$ cat src/rtl/core/mbc1_pkg.sv
// mbc1_pkg: shared sizes, codes and controller/datapath handshake types
// for the mbc1 cartridge bank mapper; no dependencies
package mbc1_pkg;

   localparam int ROM_BANKS      = 32;
   localparam int RAM_BANKS      = 4;
   localparam int ROM_OFF_W      = 14;
   localparam int RAM_OFF_W      = 13;
   localparam int ROM_BANK_BYTES = 1 << ROM_OFF_W;
   localparam int RAM_BANK_BYTES = 1 << RAM_OFF_W;
   localparam int ROM_DEPTH      = ROM_BANKS * ROM_BANK_BYTES;
   localparam int RAM_DEPTH      = RAM_BANKS * RAM_BANK_BYTES;
   localparam int ROM_AW         = $clog2(ROM_DEPTH);
   localparam int RAM_AW         = $clog2(RAM_DEPTH);
   localparam int ROM_SZ_W       = ROM_AW + 1;
   localparam int RAM_SZ_W       = RAM_AW + 1;
   localparam int ROM_CNT_W      = $clog2(ROM_BANKS + 1);
   localparam int RAM_CNT_W      = $clog2(RAM_BANKS + 1);

   localparam int CMD_W       = 2;
   localparam int ADDR_W      = 16;
   localparam int IDX_W       = 19;
   localparam int DATA_W      = 8;
   localparam int CSR_IDX_W   = 2;
   localparam int CSR_DATA_W  = 20;
   localparam int ROM_BYTES_W = 20;
   localparam int RAM_BYTES_W = 16;

   localparam int BANK_LO_W = 5;
   localparam int BANK_HI_W = 2;
   localparam int BANK_W    = BANK_LO_W + BANK_HI_W;
   localparam int MOD_STEPS = BANK_W;
   localparam int STEP_W    = $clog2(MOD_STEPS);

   localparam logic [DATA_W-1:0] OPEN_BUS   = 8'hFF;
   localparam logic [3:0]        RAM_EN_KEY = 4'hA;

   typedef enum logic [CMD_W-1:0] {
      CMD_READ  = 2'd0,
      CMD_WRITE = 2'd1,
      CMD_LOAD  = 2'd2
   } cmd_type;

   typedef enum logic [CSR_IDX_W-1:0] {
      CSR_MAPPER_KIND = 2'd0,
      CSR_ROM_BYTES   = 2'd1,
      CSR_RAM_BYTES   = 2'd2
   } csr_index_type;

   // control register window, selected by bus address bits 14:13
   typedef enum logic [1:0] {
      REG_RAM_EN  = 2'd0,
      REG_BANK_LO = 2'd1,
      REG_BANK_HI = 2'd2,
      REG_MODE    = 2'd3
   } mbc_reg_type;

   typedef struct packed {
      logic capture;
      logic commit;
      logic mod_start;
      logic mod_step;
      logic fetch;
      logic load_out;
      logic clear_en;
   } ctl_cmd_type;

   typedef struct packed {
      logic is_read;
      logic need_mod;
      logic clear_done;
   } ctl_sts_type;

endpackage

$ cat src/rtl/core/mbc1_ctrl.sv
// mbc1_ctrl: sequencing state machine for the bank mapper
// depends on mbc1_pkg
module mbc1_ctrl (
   input  logic                 clock,
   input  logic                 reset,
   input  logic                 req_valid,
   output logic                 req_stall,
   output logic                 rsp_valid,
   input  logic                 rsp_stall,
   input  mbc1_pkg::ctl_sts_type sts,
   output mbc1_pkg::ctl_cmd_type ctl
);
   import mbc1_pkg::*;

   typedef enum logic [2:0] {
      S_CLEAR,
      S_IDLE,
      S_DECODE,
      S_MOD,
      S_FETCH,
      S_RESULT
   } state_type;

   state_type        state_ff, state_in;
   logic [STEP_W-1:0] step_ff, step_in;
   logic             rsp_valid_ff, rsp_valid_in;
   logic             out_free;

   assign out_free = !rsp_valid_ff || !rsp_stall;

   always_comb begin
      state_in     = state_ff;
      step_in      = step_ff;
      ctl          = '0;
      rsp_valid_in = rsp_valid_ff && rsp_stall;
      case (state_ff)
         S_CLEAR: begin
            ctl.clear_en = 1'b1;
            if (sts.clear_done) begin
               state_in = S_IDLE;
            end
         end
         S_IDLE: begin
            if (req_valid) begin
               ctl.capture = 1'b1;
               state_in    = S_DECODE;
            end
         end
         S_DECODE: begin
            if (!sts.is_read) begin
               ctl.commit = 1'b1;
               state_in   = S_IDLE;
            end else if (sts.need_mod) begin
               ctl.mod_start = 1'b1;
               step_in       = '0;
               state_in      = S_MOD;
            end else begin
               state_in = S_FETCH;
            end
         end
         S_MOD: begin
            ctl.mod_step = 1'b1;
            step_in      = step_ff + 1'b1;
            if (step_ff == STEP_W'(MOD_STEPS - 1)) begin
               state_in = S_FETCH;
            end
         end
         S_FETCH: begin
            ctl.fetch = 1'b1;
            state_in  = S_RESULT;
         end
         S_RESULT: begin
            if (out_free) begin
               ctl.load_out = 1'b1;
               rsp_valid_in = 1'b1;
               state_in     = S_IDLE;
            end
         end
         default: begin
            state_in = S_IDLE;
         end
      endcase
   end

   always_ff @(posedge clock) begin
      if (reset) begin
         state_ff     <= S_CLEAR;
         step_ff      <= '0;
         rsp_valid_ff <= 1'b0;
      end else begin
         state_ff     <= state_in;
         step_ff      <= step_in;
         rsp_valid_ff <= rsp_valid_in;
      end
   end

   assign req_stall = (state_ff != S_IDLE);
   assign rsp_valid = rsp_valid_ff;

endmodule

$ cat config.mk
export PLATFORM = sky130hd
export DESIGN_NAME = mbc1_ctrl
export DESIGN_NICKNAME = d
export VERILOG_FILES = /design/src/rtl/core/mbc1_pkg.sv /design/src/rtl/core/mbc1_ctrl.sv
export SDC_FILE = /design/constraint.sdc
export NUM_CORES = 1
export LEC_CHECK = 0
export ABC_CLOCK_PERIOD_IN_PS = 1500
export BUFFER_PORTS_ARGS = -buffer_cell sky130_fd_sc_hd__buf_2
export CORE_AREA = 2 2 39 41
export DETAILED_ROUTE_END_ITERATION = 16
export DIE_AREA = 0 0 41 43
export PLACE_DENSITY = 0.58
export SLEW_MARGIN = 20
export SYNTH_ARGS = -nofsm -noshare
export SYNTH_HDL_FRONTEND = slang
export SYNTH_SLANG_ARGS = --single-unit
$ cat constraint.sdc
create_clock -name clock -period 1.5 [get_ports clock]
set_clock_uncertainty 0.2 [all_clocks]
set_input_delay 0.15 -clock clock [delete_from_list [all_inputs] [get_ports clock]]
set_output_delay 0.15 -clock clock [all_outputs]
set_load 0.005 [all_outputs]
Word level (Yosys, flattened, before mapping)
Index checks and enable logic that the tools add are counted. W data, S select, Z words.

Flip-flop bits (word level): 7. Latch bits: 0. RAM bits: 0. Bits in read-only memories: 0. Bits of input ports: 7. Output and inout bits: 9. Word-level logic and storage cells: 48. Memories: 0.

Add/sub/neg operators: 1. Multipliers: 0. Divide/modulo/power cells: 0. Order comparisons: 0. Equal/unequal tests: 13. Shifts and indexed selects: 0. Mux-type cells: 23. Bitwise gates (word level): 0. Reductions and logical operators: 8.

Operators with widths (count): $mux W3 (8); $pmux W3 S6 (1); $mux W1 (12); $ne A2 B2 Y1 const B (6); $eq A3 B3 Y1 const B (3); $eq A3 B2 Y1 const B (2); $pmux W3 S2 (1); $reduce_and A4 Y1 (1); $add A3 B1 Y3 const B (1); $eq A3 B1 Y1 const B (1); $logic_not A3 Y1 (1); $ne A3 B1 Y1 const B (1); $reduce_and A3 Y1 (1); $logic_not A1 Y1 (2); $mux W2 (1); $reduce_bool A2 Y1 (1); $logic_and A1 B1 Y1 (1); $logic_or A1 B1 Y1 (1).

Depth between registers and ports, before layout
Gate-level depths: netlist of the first run.

Depth in word-level cells: 4. Depth in mapped cells: 6. Mapped depth without buffers: 6.

Least setup slack after synthesis of the first run
Ideal clock, no wire load.

Path type: register -> register. Start: register state_ff[1]. End: register step_ff[0]. Setup time: 67 ps. Arrival: 1116 ps. Data required time: 1233 ps. Setup slack: 118 ps. Stages on the path, launching flop included: 6. Period minus slack after synthesis: 1382 ps. Cells stage by stage: dfxtp_1 buf_6 and3b_4 buf_6 or3_1 a21oi_2.

Cells in the longest elaborated chain, start to end: 3. Elaborated cells between the ends (all ways): 7. Classes of those cells: eq/ne: 4; mux: 1; reduce/logical: 2.

RTL lines: start, declared (RTL line mbc1_ctrl.sv:24) `state_type state_ff, state_in;`; start signal, assigned (RTL line mbc1_ctrl.sv:91) `state_ff <= state_in;`; $eq A3 B2 Y1 (RTL line mbc1_ctrl.sv:36) `case (state_ff)`; $ne A2 B2 Y1 (no line) or $reduce_bool A2 Y1 (tied branches); $reduce_and A3 Y1 (no line); end signal, assigned (RTL line mbc1_ctrl.sv:92) `step_ff <= step_in;`; end, declared (RTL line mbc1_ctrl.sv:25) `logic [STEP_W-1:0] step_ff, step_in;`.

Parallel ways exist; a longest one is shown, timed or not. A chain may end at the register's enable or synchronous reset.

==> qor.txt, run 1 <==
fin crit period - 1.46 ns
leading register cell type out of synthesis - dfxtp_1
Root Buffer - clkbuf_4
critical path, cell by cell - buf_4 > nor3_2 > buf_2
Critical-path top delay cell - dfxtp_4
Final Cycle Share - 0.974
Hold Path Class - primary input to flop
Iteration-0 DRC Markers - 10
Synth top area share - 0.312
initial antenna violation count - 0
Setup Viol. Count Final - 0
layout cell share with drive strength beyond 1 - 0.474
number of CTS-inserted buffers - 3
Seq cells post-synth - 7
H-tree Lvls - 1
initial core utilization - 0.325
Worst VDD drop - 0.614 mV
dpl ws - 0.0598 ns
Critical Path End Type - output pin
Rel. slew slack - 0.836
pwr dens - 781 mW/mm^2
core area - 0.00138 mm^2
DR DRC count - 0
Via density - 4.77
max_cap viols - 0
Max Root-Sink Buffers - 2
Slew @ Worst Pin - 0.244 ns
Post-DP HPWL - 710 um
Setup Crit Path Kind - flop to output pin
CTS tree - yes
IO Port Bufs - 15
syn_area_per_cell - 8.32 um^2
Die Wd - 41 um
clk slew on worst S/H paths - 0.05 ns
Initial DRT Pass Iterations - 4
Mapped Nets - 63
first-pass GRT wire length - 1590 um
Detail Route Antenna Nets - 0
Post-synth EDFFs - 0
Slew Viols, Final - 0
final WL - 1040 um
sequential area share after synthesis - 0.312
diode count - 0
Post-Synthesis Cells - 54
WP data arrival - 1.11 ns
post-route setup slack - 0.0387 ns
area grow syn2layout - 45.7%
Vias - 439
Fin Setup TNS - 0 ns
CP Launch Type - flop
WP buf/inv - 2
area leader, netlist - dfxtp_1
Critical Path RT - 1.15 ns
Clock Sinks - 7
LEAKAGE - 0.276 nW
achievable frequency - 0.684 GHz
# IOs - 16
Crit path max-delay family - flip-flops
Max FO, Critical Path - 5
FILL cells - 132
Die H - 43 um
DR WL/cell - 11.3 um
GPL Wtd Cong - 0.768
Synth Cell Area - 449 um^2
grt ovf - 0
Die Area - 0.00176 mm^2
Fin. Hold Viols - 0
slowest stage delay, CP - 0.35 ns
global-route usage over all layers - 0.134
top post-synthesis cells by area - dfxtp_1, nand2_1, ha_1
Distinct cells, synth - 29
yosys warns - 0
largest net degree at the start of global routing - 10
Site Rows - 14
vias in the first global route - 400
Final #Nets - 86
Synth async-reset ratio - 0
outcome - completed
clock latency on the worst-skew pair - 0.25 ns
RSZ-0062 raised after global routing - yes
[where the power goes]
part           switching [mW]  internal (mW)
Sequential             0.0136          0.195
Combinational          0.0633         0.0728
Clock                  0.0647          0.101
[area by class of cell]
class                      instances  area, um^2  share of cell area
tap                               16        20.0              0.0306
clock buffer                       4        26.3              0.0402
multi-input combinational         39         294               0.449
timing repair buffer              23         151               0.231
inverter                           3        11.3              0.0172
sequential                         7         151               0.231
[cell usage in the layout (no fill, tap or decap)]
| cell | n |
|---|---|
| buf_8 | 1 |
| buf_4 | 4 |
| o31ai_1 | 1 |
| xor2_1 | 1 |
| inv_2 | 1 |
| nand2b_1 | 1 |
| a311oi_1 | 1 |
| nor2b_1 | 1 |
| and3b_4 | 1 |
| nor3_2 | 1 |
| o21bai_1 | 1 |
| mux2_1 | 1 |
| clkbuf_1 | 1 |
| nor4_1 | 1 |
| nor3b_2 | 1 |
| nand3_2 | 2 |
| ha_1 | 2 |
| nor4_4 | 1 |
| o21ba_2 | 1 |
| dfxtp_1 | 4 |
| buf_2 | 15 |
| nand2_1 | 7 |
| clkbuf_4 | 3 |
| nor3_1 | 2 |
| dfxtp_4 | 3 |
| a21oi_2 | 1 |
| a21oi_1 | 4 |
| dlygate4sd3_1 | 2 |
| inv_1 | 2 |
| buf_6 | 1 |
| mux2i_1 | 2 |
| o32ai_1 | 1 |
| o21ai_0 | 1 |
| nand3b_1 | 1 |
| or3_1 | 1 |
| nor2_1 | 2 |
[path summary, 6_finish.rpt]
check,startpoint,to,slack (ns),depth (start not counted)
worst max-delay path,state_ff[2],ctl[4],0.04,3
worst min-delay path,sts[1],state_ff[0],0.09,3
worst max register to register,state_ff[0],step_ff[0],0.12,4
worst min register to register,rsp_valid,rsp_valid,0.31,2
[flip-flops by register name (all words and copies together), names as in the netlist]
register,cells
rsp_valid,1
step_ff,3
state_ff,3
[kinds of logic (layout without fill, tap and decap cells)]
logic type	after synthesis	after routing	synth area share
simple gates	22	22	0.262
compound gates	11	11	0.170
buf+inv	8	30	0.111
flops	7	7	0.312
mux	3	3	0.0696
fa+ha+maj	2	2	0.0557
xor+xnor	1	1	0.0195
[cells in the mapped netlist, types with 2 or more instances]
cell / instances
buf_6: 2
dfxtp_1: 7
mux2i_1: 2
a21oi_1: 4
nor4_1: 2
inv_1: 3
nand3_1: 2
ha_1: 2
nor3_1: 3
nand2_1: 7
nor2_1: 2
[per-layer routing]
| metal | wire length, um | global-route usage | vias up |
|---|---|---|---|
| li1 | - | - | 233 |
| met4 | 6 | 0.0400 | 0 |
| met1 | 436 | 0.145 | 197 |
| met2 | 561 | 0.209 | 7 |
| met3 | 37 | 0.0785 | 2 |
| met5 | 0 | 0 | - |
[tightest hold or removal path, stage by stage]
cell	delay, ns
buf_2	0.12
o21bai_1	0.14
a311oi_1	0.08
[stage by stage]
| stage | hold WS (ns) | power [mW] | instance area [um^2] | cells | utilization |
|---|---|---|---|---|---|
| floorplan | 0.113 | 0.281 | 449 | 54 | - |
| global placement | 0.221 | 0.311 | 520 | 82 | 0.376 |
| detailed placement | 0.217 | 0.310 | 520 | 82 | 0.376 |
| CTS | 0.0808 | 0.492 | 591 | 88 | 0.427 |
| global route | 0.103 | 0.547 | 654 | 92 | 0.473 |
| finish | 0.0923 | 0.511 | 654 | 92 | 0.473 |
[timing repair]
action | CTS | global route
pin swaps | 1 | 1
endpoints found under the setup margin | 5 | 5
buffers inserted | 0 | 4
endpoints found under the hold margin | 7 | 0
hold buffers | 2 | 0
resized for setup | 8 | 8
Note: power is estimated with default switching activity, not from simulation.
==> run 2: changes to the inputs <==
Settings changed: ABC_AREA set to 1, PLACE_DENSITY 0.58 to 0.59.
==> run 2 against run 1 <==
- cell count rose by 24%
- sequential share of layout area barely moved
- largest cell class unchanged
- total power rose by 91%
- critical endpoint is now ctl[6]
- synthesized cell count rose by 43%
- cell area fell by 2.5%
- global-route usage rose by 0.42 points
==> qor.txt, run 2 <==
Iteration-0 DRC Markers - 2 (was 10)
Initial DRT Pass Iterations - 4 (unchanged)
largest net degree at the start of global routing - 7 (was 10)
Final Cycle Share - 0.972 (was 0.974)
Post-DP HPWL - 812 um (was 710 um)
Post-synth EDFFs - 0 (unchanged)
slowest stage delay, CP - 0.39 ns (was 0.35 ns)
leading register cell type out of synthesis - dfxtp_1 (unchanged)
WP data arrival - 1.11 ns (about the same)
syn_area_per_cell - 5.98 um^2 (was 8.32 um^2)
Max FO, Critical Path - 6 (was 5)
IO Port Bufs - 15 (unchanged)
Root Buffer - clkbuf_4 (unchanged)
Seq cells post-synth - 7 (unchanged)
dpl ws - 0.0593 ns (was 0.0598 ns)
initial antenna violation count - 0 (unchanged)
Worst VDD drop - 0.609 mV (was 0.614 mV)
Post-Synthesis Cells - 77 (was 54)
area leader, netlist - dfxtp_1 (unchanged)
fin crit period - 1.46 ns (about the same)
Rel. slew slack - 0.879 (was 0.836)
GPL Wtd Cong - 0.796 (was 0.768)
switch share - 0.444 (was 0.277)
final WL - 1070 um (was 1040 um)
FILL cells - 147 (was 132)
Max Root-Sink Buffers - 2 (unchanged)
RSZ-0062 raised after global routing - yes (unchanged)
top cells by count, synth - nor2_1, nand2_1, inv_1 (was dfxtp_1, nand2_1, a21oi_1)
Slew Viols, Final - 0 (unchanged)
most frequent cells in the layout - nor2_1, buf_2, nand2_1 (was buf_2, nand2_1, a21oi_1, buf_4, dfxtp_1)
Setup Viol. Count Final - 0 (unchanged)
DR WL/cell - 9.38 um (was 11.3 um)
# IOs - 16 (unchanged)
Via density - 4.60 (was 4.77)
diode count - 0 (unchanged)
Critical Path End Type - output pin (unchanged)
Synth Cell Area - 460 um^2 (was 449 um^2)
Clk pwr share - 0.178 (was 0.325)
Slew @ Worst Pin - 0.181 ns (was 0.244 ns)
global-route usage over all layers - 0.138 (was 0.134)
Sw Pwr - 0.434 mW (was 0.142 mW)
initial core utilization - 0.333 (was 0.325)
Seq pwr share - 0.332 (was 0.409)
number of CTS-inserted buffers - 3 (unchanged)
Final #Nets - 108 (was 86)
outcome - completed (unchanged)
grt ovf - 0 (unchanged)
layout cell share with drive strength beyond 1 - 0.357 (was 0.474)
core area - 0.00138 mm^2 (unchanged)
Vias - 524 (was 439)
achievable frequency - 0.686 GHz (was 0.684 GHz)
Comb power frac - 0.490 (was 0.266)
sequential area share after synthesis - 0.304 (was 0.312)
WP buf/inv - 3 (was 2)
Mapped Nets - 86 (was 63)
Site Rows - 14 (unchanged)
register area - 148 um^2 (was 151 um^2)
area grow syn2layout - 38.6% (was 45.7%)
Critical Path RT - 1.15 ns (about the same)
DR DRC count - 0 (unchanged)
CTS tree - yes (unchanged)
Clock Sinks - 7 (unchanged)
most frequent cell after synthesis - nor2_1
commonest non-fill, non-tap cell in the layout - nor2_1 (was buf_2)
Synth top area share - 0.304 (was 0.312)
Int Pwr - 0.543 mW (was 0.370 mW)
top post-synthesis cells by area - dfxtp_1, nor2_1, nand2_1 (was dfxtp_1, nand2_1, ha_1)
Synth async-reset ratio - 0 (unchanged)
final core utilization - 0.461 (was 0.473)
H-tree Lvls - 1 (unchanged)
pwr dens - 1530 mW/mm^2 (was 781 mW/mm^2)
total power - 0.977 mW (was 0.511 mW)
Die H - 43 um (unchanged)
max_cap viols - 0 (unchanged)
post-route setup slack - 0.0425 ns (was 0.0387 ns)
clk slew on worst S/H paths - 0.05 ns (about the same)
critical path, cell by cell - inv_6 > nor3_4 > inv_1 > nor2_1 > buf_2 (was buf_4 > nor3_2 > buf_2)
first-pass GRT wire length - 1570 um (was 1590 um)
Crit path max-delay family - flip-flops (unchanged)
Detail Route Antenna Nets - 0 (unchanged)
Fin. Hold Viols - 0 (unchanged)
Die Area - 0.00176 mm^2 (unchanged)
Hold Path Class - primary input to flop (unchanged)
Critical-path top delay cell - dfxtp_4 (unchanged)
yosys warns - 0 (unchanged)
Die Wd - 41 um (unchanged)
clock latency on the worst-skew pair - 0.26 ns (was 0.25 ns)
Setup Crit Path Kind - flop to output pin (unchanged)
multi-input logic area - 294 um^2 (unchanged)
LEAKAGE - 0.355 nW (was 0.276 nW)
vias in the first global route - 399 (was 400)
Distinct cells, synth - 15 (was 29)
CP Launch Type - flop (unchanged)
run 2: cell count changes after synthesis, moves of 2 or more:
cell,change
buf_6,-2
inv_1,+9
inv_2,+2
mux2i_1,-2
nand2_1,+7
nand3_1,+5
nand4_1,+2
nor2_1,+17
nor2_2,+2
nor3_1,-2
nor4_1,-2
run 2: final timing paths:
kind | from | cells after the start | slack, ns | endpoint
max | state_ff[0] | 5 | 0.04 | ctl[6]
min reg2reg | step_ff[0] | 1 | 0.24 | step_ff[0]
min | rsp_stall | 3 | 0.01 | rsp_valid
max reg2reg | state_ff[1] | 5 | 0.12 | step_ff[1]
run 2: cell type report:
type,instances,share of cell area
clock buffers,4,0.0412
repair buffers,17,0.145
inverters,14,0.0902
well taps,16,0.0314
multi-input cells,56,0.461
flip-flops and latches,7,0.231
run 2: cells by family after synthesis:
kind of cell,share of synthesized area
simple gates,0.448
buf+inv,0.114
compound gates,0.0788
flops,0.304
fa+ha+maj,0.0543
run 2: metrics by stage:
step	hold slack, ns	instance area [um^2]	TNS, ns	cells
CTS	0.0128	599	0	113
global route	0.0263	638	-0.0462	114
global placement	0.140	556	0	108
floorplan	0.0191	460	0	77
finish	0.0104	638	0	114
detailed placement	0.138	556	0	108
run 2: worst register-to-register path, stage by stage (launching register included):
cell	delay (ns)
dfxtp_2	0.42
inv_2	0.08
nor2_1	0.14
nand4_1	0.18
a31oi_1	0.20
nor2_1	0.05
run 2: repair_timing:
action / CTS / global route
buffers inserted: 0 / 1
endpoints found under the setup margin: 3 / 9
hold buffers: 1 / 0
endpoints found under the hold margin: 2 / 0
gates resized for setup: 4 / 11
run 2: power by group through the flow:
stage	clock [mW]	combinational, mW	sequential, mW
after CTS	0.179	0.434	0.294
after floorplan	0	0.303	0.277
final	0.174	0.479	0.324
after global routing	0.197	0.547	0.333
after detailed placement	0	0.426	0.288
after global placement	0	0.430	0.286
run 2: layer usage:
layer  GRT usage  wire (um)  vias to the layer above  share of wire
li1            -          -                      284              -
met1       0.162        470                      222           0.44
met2       0.197        484                       14           0.45
met3      0.0314         75                        4          0.070
met4       0.120         38                        0          0.036
met5           0          0                        -              0
==> run 3: changes to the inputs <==
Settings changed: CELL_PAD_IN_SITES_DETAIL_PLACEMENT set to 0, CELL_PAD_IN_SITES_GLOBAL_PLACEMENT set to 1, CORE_AREA 2 2 39 41 to not set, CORE_MARGIN set to 2, CORE_UTILIZATION set to 30, DIE_AREA 0 0 41 43 to not set, PLACE_DENSITY 0.59 to 0.73.
==> run 3 against run 2 <==
- largest cell class unchanged
- global-route usage down 0.69 points
- critical path type unchanged
- non-clock buffer count up 1
- critical path depth down 1
- clock power up 3%
==> qor.txt, run 3 (synthesis results as in run 2) <==
outcome - completed (unchanged)
Site Rows - 14 (unchanged)
Max Root-Sink Buffers - 2 (unchanged)
worst r2r path cells - 8 (was 5)
achievable frequency - 0.693 GHz (was 0.686 GHz)
gr busiest metal - met2 (unchanged)
Int Pwr - 0.546 mW (was 0.543 mW)
Slew Viols, Final - 0 (unchanged)
startpoint of the worst hold path - sts[0] (was rsp_stall)
Fin Setup TNS - 0 ns (unchanged)
GPL Wtd Cong - 0.724 (was 0.796)
IO Port Bufs - 15 (unchanged)
post-route setup slack - 0.0577 ns (was 0.0425 ns)
Fin. Hold Viols - 0 (unchanged)
Worst VDD drop - 0.548 mV (was 0.609 mV)
Clk pwr share - 0.186 (was 0.178)
Die Area - 0.00186 mm^2 (was 0.00176 mm^2)
fin crit period - 1.44 ns (was 1.46 ns)
Initial DRT Pass Iterations - 4 (unchanged)
DR WL/cell - 9.40 um (was 9.38 um)
H-tree Lvls - 1 (unchanged)
met3 usage - 0.0511 (was 0.0314)
RSZ-0062 raised after global routing - no (was yes)
final WL - 1080 um (was 1070 um)
commonest non-fill, non-tap cell in the layout - nor2_1 (unchanged)
# IOs - 16 (unchanged)
dpl ws - 0.111 ns (was 0.0593 ns)
Setup Viol. Count Final - 0 (unchanged)
area grow syn2layout - 39.9% (was 38.6%)
clk slew on worst S/H paths - 0.06 ns (was 0.05 ns)
Slew @ Worst Pin - 0.168 ns (was 0.181 ns)
CTS tree - yes (unchanged)
most frequent cells in the layout - nor2_1, buf_2, nand2_1 (unchanged)
Setup Crit Path Kind - flop to output pin (unchanged)
Hold Path Class - primary input to flop (unchanged)
Final #Nets - 109 (was 108)
FILL cells - 172 (was 147)
Root Buffer - clkbuf_4 (unchanged)
largest net degree at the start of global routing - 7 (unchanged)
Detail Route Antenna Nets - 0 (unchanged)
Sw Pwr - 0.422 mW (was 0.434 mW)
global-route usage over all layers - 0.131 (was 0.138)
initial core utilization - 0.313 (was 0.333)
Seq pwr share - 0.329 (was 0.332)
Hold Crit Depth - 4 (was 3)
Hold Slack - 0.0380 ns (was 0.0104 ns)
Reg2Reg Launch Point - step_ff[1] (was state_ff[1])
first-pass GRT wire length - 1750 um (was 1570 um)
Rel. slew slack - 0.887 (was 0.879)
CP Launch Type - flop (unchanged)
Die Wd - 43.2 um (was 41 um)
max_cap viols - 0 (unchanged)
Critical path origin - state_ff[2] (was state_ff[0])
Die H - 43.2 um (was 43 um)
vias in the first global route - 430 (was 399)
grt met2 use - 0.209 (was 0.197)
Critical Path End Type - output pin (unchanged)
number of CTS-inserted buffers - 3 (unchanged)
Comb power frac - 0.485 (was 0.490)
Max FO, Critical Path - 6 (unchanged)
layout cell share with drive strength beyond 1 - 0.354 (was 0.357)
grt ovf - 0 (unchanged)
Iteration-0 DRC Markers - 4 (was 2)
Critical Path RT - 1.15 ns (about the same)
Via density - 4.51 (was 4.60)
initial antenna violation count - 0 (unchanged)
LEAKAGE - 0.362 nW (was 0.355 nW)
core area - 0.00147 mm^2 (was 0.00138 mm^2)
WP data arrival - 1.09 ns (was 1.11 ns)
diode count - 0 (unchanged)
Final Cycle Share - 0.962 (was 0.972)
Post-DP HPWL - 847 um (was 812 um)
clock latency on the worst-skew pair - 0.26 ns (about the same)
Vias - 519 (was 524)
Clock Sinks - 7 (unchanged)
pwr dens - 1500 mW/mm^2 (was 1530 mW/mm^2)
DR DRC count - 0 (unchanged)
GR Util met1 - 0.147 (was 0.162)
switch share - 0.436 (was 0.444)
[run 3: stage by stage]
stage / cells / instance area [um^2] / power (mW) / util
after floorplan: 77 / 460 / 0.579 / -
after global placement: 108 / 556 / 0.724 / 0.378
final: 115 / 644 / 0.968 / 0.438
after detailed placement: 108 / 556 / 0.713 / 0.378
after CTS: 115 / 619 / 0.934 / 0.421
after global routing: 115 / 644 / 1.06 / 0.438
[run 3: what timing repair did]
item | in CTS | in global routing
resized for setup | 5 | 10
buffers inserted | 1 | 1
pin swaps | 1 | 3
hold buffers | 2 | 0
endpoints found under the setup margin | 3 | 8
endpoints found under the hold margin | 2 | 0
[run 3: layer usage]
metal,part of all wire,up-vias,routed length (um)
met2,0.51,7,551
li1,-,285,-
met4,0.014,0,15
met5,0,-,0
met1,0.44,225,475
met3,0.035,2,38
[run 3: power by group through the flow]
stage | Sequential [mW] | Combinational (mW) | Clock, mW
3_5_place_dp | 0.290 | 0.423 | 0
5_1_grt | 0.329 | 0.535 | 0.196
6_report | 0.318 | 0.469 | 0.180
4_1_cts | 0.299 | 0.452 | 0.184
2_1_floorplan | 0.277 | 0.303 | 0
3_3_place_gp | 0.289 | 0.435 | 0
[run 3: path summary, 6_finish.rpt]
path / end / slack (ns)
max: ctl[6] / 0.06
min reg2reg: step_ff[0] / 0.24
min: state_ff[0] / 0.04
max reg2reg: state_ff[1] / 0.15
[run 3: worst max-delay path: stages (launching register included)]
cell and delay (ns):
dfxtp_4 0.37, nor3_2 0.20, inv_1 0.07, nor2_1 0.08
buf_2 0.11
[run 3: layout make-up]
cell class / count / area [um^2] / area share
multi-input cells: 56 / 285 / 0.443
flip-flops and latches: 7 / 150 / 0.233
repair buffers: 18 / 105 / 0.163
inverters: 14 / 57.6 / 0.0893
clock buffers: 4 / 26.3 / 0.0408
well taps: 16 / 20.0 / 0.0311
